**config.mk**
```make
export PLATFORM = sky130hd
export DESIGN_NAME = tiie_ctrl
export DESIGN_NICKNAME = d
export VERILOG_FILES = /design/src/hdl/tiie_pkg.sv /design/src/hdl/tiie_ctrl.sv
export SDC_FILE = /design/constraint.sdc
export NUM_CORES = 1
export LEC_CHECK = 0
export ABC_AREA = 1
export BUFFER_PORTS_ARGS = -buffer_cell sky130_fd_sc_hd__buf_2
export CORE_AREA = 2 2 39 41
export CTS_CLUSTER_DIAMETER = 200
export DETAILED_ROUTE_END_ITERATION = 12
export DIE_AREA = 0 0 41 43
export SLEW_MARGIN = 20
export SYNTH_ARGS = -nofsm -noshare
export SYNTH_HDL_FRONTEND = slang
export SYNTH_SLANG_ARGS = --single-unit
export TNS_END_PERCENT = 5
```
**constraint.sdc**
```tcl
create_clock -name clk -period 1.4 [get_ports clk]
set_input_delay 0.07 -clock clk [delete_from_list [all_inputs] [get_ports clk]]
set_output_delay 0.07 -clock clk [all_outputs]
set_load 0.005 [all_outputs]
```
**src/hdl/tiie_pkg.sv**
```systemverilog
`timescale 1ns / 1ps

package tiie_pkg;

    localparam int XLEN       = 32;
    localparam int IP_W       = 16;
    localparam int FLAG_W     = 2;
    localparam int NREGS      = 8;
    localparam int DATA_WORDS = 256;
    localparam int DATA_BASE  = 16384;
    localparam int IDX_W      = $clog2(DATA_WORDS);
    localparam int CNT_W      = $clog2(XLEN);
    localparam int IN_W       = 64;
    localparam int OUT_W      = 56;

    localparam logic [7:0] OP_MOVE = 8'd1;
    localparam logic [7:0] OP_ADD  = 8'd2;
    localparam logic [7:0] OP_SUB  = 8'd3;
    localparam logic [7:0] OP_MUL  = 8'd4;
    localparam logic [7:0] OP_DIV  = 8'd5;
    localparam logic [7:0] OP_AND  = 8'd6;
    localparam logic [7:0] OP_OR   = 8'd7;
    localparam logic [7:0] OP_NOT  = 8'd8;
    localparam logic [7:0] OP_CMP  = 8'd9;
    localparam logic [7:0] OP_JMP  = 8'd10;
    localparam logic [7:0] OP_IN   = 8'd11;
    localparam logic [7:0] OP_OUT  = 8'd12;

    localparam logic [FLAG_W-1:0] FLAG_EQ   = 2'b00;
    localparam logic [FLAG_W-1:0] FLAG_GT   = 2'b01;
    localparam logic [FLAG_W-1:0] FLAG_LESS = 2'b11;

    localparam logic [3:0] JC_ALWAYS = 4'd0;
    localparam logic [3:0] JC_EQ     = 4'd1;
    localparam logic [3:0] JC_GT     = 4'd2;

    typedef enum logic [2:0] {
        ST_IDLE,
        ST_RD_A,
        ST_RD_B,
        ST_MEM,
        ST_PREP,
        ST_CALC,
        ST_COMMIT
    } state_t;

    typedef struct packed {
        logic ld_in;
        logic sel_b;
        logic ld_a;
        logic ld_b;
        logic ld_idx;
        logic calc_start;
        logic calc_step;
        logic commit;
    } ctrl_cmd_t;

    typedef struct packed {
        logic need_calc;
        logic calc_last;
        logic out_free;
    } dp_stat_t;

endpackage

```
**src/hdl/tiie_ctrl.sv**
```systemverilog
`timescale 1ns / 1ps

module tiie_ctrl (
    input  logic                 clk,
    input  logic                 rst_n,
    input  logic                 s_tvalid,
    output logic                 s_tready,
    input  tiie_pkg::dp_stat_t   stat,
    output tiie_pkg::ctrl_cmd_t  cmd
);

    tiie_pkg::state_t state_reg, state_next;

    always_ff @(posedge clk or negedge rst_n)
    begin
        if (!rst_n)
        begin
            state_reg <= tiie_pkg::ST_IDLE;
        end
        else
        begin
            state_reg <= state_next;
        end
    end

    always_comb
    begin
        state_next = state_reg;
        case (state_reg)
            tiie_pkg::ST_IDLE:
            begin
                if (s_tvalid)
                begin
                    state_next = tiie_pkg::ST_RD_A;
                end
            end
            tiie_pkg::ST_RD_A:   state_next = tiie_pkg::ST_RD_B;
            tiie_pkg::ST_RD_B:   state_next = tiie_pkg::ST_MEM;
            tiie_pkg::ST_MEM:    state_next = tiie_pkg::ST_PREP;
            tiie_pkg::ST_PREP:
            begin
                state_next = stat.need_calc ? tiie_pkg::ST_CALC : tiie_pkg::ST_COMMIT;
            end
            tiie_pkg::ST_CALC:
            begin
                if (stat.calc_last)
                begin
                    state_next = tiie_pkg::ST_COMMIT;
                end
            end
            tiie_pkg::ST_COMMIT:
            begin
                if (stat.out_free)
                begin
                    state_next = tiie_pkg::ST_IDLE;
                end
            end
            default:             state_next = tiie_pkg::ST_IDLE;
        endcase
    end

    always_comb
    begin
        cmd      = '0;
        s_tready = 1'b0;
        case (state_reg)
            tiie_pkg::ST_IDLE:
            begin
                s_tready   = 1'b1;
                cmd.ld_in  = s_tvalid;
            end
            tiie_pkg::ST_RD_A:   cmd.ld_a = 1'b1;
            tiie_pkg::ST_RD_B:
            begin
                cmd.sel_b = 1'b1;
                cmd.ld_b  = 1'b1;
            end
            tiie_pkg::ST_MEM:    cmd.ld_idx = 1'b1;
            tiie_pkg::ST_PREP:   cmd.calc_start = 1'b1;
            tiie_pkg::ST_CALC:   cmd.calc_step = 1'b1;
            tiie_pkg::ST_COMMIT: cmd.commit = stat.out_free;
            default:             cmd = '0;
        endcase
    end

    a_accept_reads: assert property (@(posedge clk) disable iff (!rst_n)
        (s_tvalid && s_tready) |=> state_reg == tiie_pkg::ST_RD_A)
        else $error("accepted word did not start register read");
    a_calc_holds: assert property (@(posedge clk) disable iff (!rst_n)
        (state_reg == tiie_pkg::ST_CALC && !stat.calc_last) |=>
        state_reg == tiie_pkg::ST_CALC)
        else $error("iteration left early");
    a_commit_waits: assert property (@(posedge clk) disable iff (!rst_n)
        (state_reg == tiie_pkg::ST_COMMIT && !stat.out_free) |=>
        state_reg == tiie_pkg::ST_COMMIT)
        else $error("commit dropped while output busy");

endmodule

```
==> metrics.md <==
| Metric | Value |
|---|---|
| Status | `finished clean` |
| Final slew viol count | `0` |
| Synth cell types | `16` |
| Worst vdd ir | `517 uV` |
| Reg clk slew, reported paths | `0.04 ns` |
| Cell type with the highest aggregate area in the netlist | `dfrtp_1` |
| Ys Warns | `0` |
| Final Hold Fails | `0` |
| Sequential share of the synthesized area | `25.8%` |
| Crit. Startpoint | `state_reg[0]$_DFFE_PN0P_` |
| Mapped cell area | `292 um^2` |
| # IOs | `15` |
| Syn Inst Count | `45` |
| Normalized max-slew margin | `78.8%` |
| Final setup viols | `0` |
| Post-CTS Setup Repair Bufs | `0` |
| TritonCTS buffer count | `3` |
| Final TNS setup | `0 ns` |
| RSZ-0062 raised after global routing | `false` |
| Die ar. | `0.00176 mm^2` |
| Chip Height | `43 um` |
| Largest family of logic cells by synthesized area | `simple AND/OR/NAND/NOR gates` |
| Gr ovfl total | `0` |
| Critical Path AT | `1.17 ns` |
| Number of fill cells in the layout | `161` |
| CORE AREA | `0.00138 mm^2` |
| Pwr/cell area | `2100 mW/mm^2` |
| WL/cell | `8.04 um` |
| Post-Synth Adder-Cell Area | `0%` |
| Initial antenna violation count | `0` |
| Setup Skew | `0.00195 ns` |
| Commonest cells in the netlist | `nand2_1, inv_1, nor2_1` |
| GPL Wtd Cong | `0.759` |
| Ant diodes | `0` |
| First-pass GRT wire length | `972 um` |
| Hold Buf Count CTS | `1` |
| Post-DR vias/cell | `4.03` |
| Port buffer count | `14` |
| Vias post-DR | `310` |
| Initial core utilization | `21.1%` |
| CTS sink cnt | `3` |
| CTS tree | `yes` |
| Fmax | `808 MHz` |
| Number of synthesized register bits | `3` |
| Drt first pass iters | `4` |
| Max_cap viols | `0` |
| Post-Syn Area per Cell | `6.48 um^2` |
| Die width | `41 um` |
| Initial DRC Count | `10` |
| Worst flop-to-flop path endpoint | `state_reg[0]$_DFFE_PN0P_` |
| Clock tree buffer depth | `2` |
| Fin crit share | `88.4%` |
| Post-DP HPWL | `482 um` |
| Synthesized Nets | `51` |
| Hold Slack | `0.127 ns` |
| # rows | `14` |
| Vias in the first global route | `270` |
| Top post-synthesis cells by area | `dfrtp_1, nand2_1, inv_1, buf_6, nand2_2` |
| Gr usage total | `8.55%` |
| Area growth syn-to-layout | `33.0%` |
| Portion of netlist area occupied by mux cells | `0%` |
| Synth top area share | `25.8%` |
| Fraction of layout cells with a size suffix above 1 | `41.0%` |
| Worst skew pair latency | `0.23 ns` |
| CTS resizes | `0` |
| Post-synth top flop | `dfrtp_1` |
| Compound-Gate Fraction of Synth Area | `7.30%` |
| Post-synth EDFFs | `0` |
| Tightest Pin Transition | `0.318 ns` |
| Root Buffer | `clkbuf_4` |
| Internal reg-to-reg setup slack | `0.30 ns` |
| Area fraction in and, or, nand and nor cells after synthesis | `43.8%` |
| HP Class | `in2reg` |
| H-tree Lvls | `1` |
| Kind of critical path | `reg2out` |
| Fin nets | `68` |
| FF-to-FF path depth | `5` |
| Largest net degree at the start of global routing | `10` |
| Antenna Nets Post-Route | `0` |
| Startpoint Class | `register` |
| Total routed wirelength | `619 um` |
| Worst R2R Start | `state_reg[2]$_DFFE_PN0P_` |
| P_leak | `0.264 nW` |
| WP data required | `1.33 ns` |
| Crit-path max FO | `9` |
| XOR/XNOR Fraction of Synth Area | `0%` |
| Capture point of the worst path | `cmd[7]` |
| Fin crit period | `1.24 ns` |
| Ys async rst share | `100%` |
| Worst setup EP type | `primary output` |
| Power Total | `0.813 mW` |
| DR DRC count | `0` |
| Number of flip-flops in the largest register | `3` |
| Most instantiated library cell after synthesis | `nand2_1` |
## per-stage QoR
stage	std cells	utilization (%)	setup slack (ns)	instance area, um^2
finish	77	28.0	0.163	388
floorplan	45	-	0.418	292
detailed placement	72	25.4	0.326	352
global route	77	28.0	0.0523	388
CTS	77	28.0	0.148	388
global placement	72	25.4	0.328	352
## layout make-up
type | instances | area [um^2] | area share [%]
Tap cell | 16 | 20.0 | 5.16
Inverter | 10 | 37.5 | 9.68
Timing Repair Buffer | 15 | 80.1 | 20.6
Clock buffer | 4 | 26.3 | 6.77
Multi-Input combinational cell | 29 | 149 | 38.4
Sequential cell | 3 | 75.1 | 19.4
## worst min-delay path by stage
stage	cells after the start	start	end
after floorplan	0	rst_n	state_reg[0]$_DFFE_PN0P_
after global placement	1	rst_n	state_reg[0]$_DFFE_PN0P_
after detailed placement	1	rst_n	state_reg[0]$_DFFE_PN0P_
after CTS	4	stat[0]	state_reg[1]$_DFFE_PN0P_
after global routing	4	stat[0]	state_reg[1]$_DFFE_PN0P_
final	4	stat[0]	state_reg[1]$_DFFE_PN0P_
## per-layer routing
metal  global-route usage [%]  wire length, um  up-vias
met1                     9.71              271      131
met5                        0                0        -
li1                         -                -      167
met2                     11.6              309       10
met3                     3.14               20        2
met4                     8.00               17        0
## critical path, stage by stage (launching register included)
cell,delay (ns)
dfrtp_1,0.48
nor2_1,0.18
nand2_1,0.08
nor2_1,0.08
buf_2,0.11
## cells in the final DEF (no fill, tap or decap), drive strengths merged
cell type and count:
buf 14, nand2 13, inv 10, nor2 6, clkbuf 4, nor3 3
dfrtp 3, nand3 2, nand4 2, o21ai 1, a21oi 1, o21bai 1
dlygate4sd3 1
## power breakdown
part	switching (mW)	internal [mW]	total [mW]
registers	0.100	0.132	0.232
logic	0.241	0.187	0.428
clock network	0.0462	0.107	0.153
total	0.387	0.426	0.813
## cells by family (layout without fill, tap and decap cells)
family	after synthesis	after routing
buffers and inverters	13	29
and+or+nand+nor	26	26
AOI/OAI and AO/OA	3	3
DFF	3	3
(Power assumes the default switching activity.)
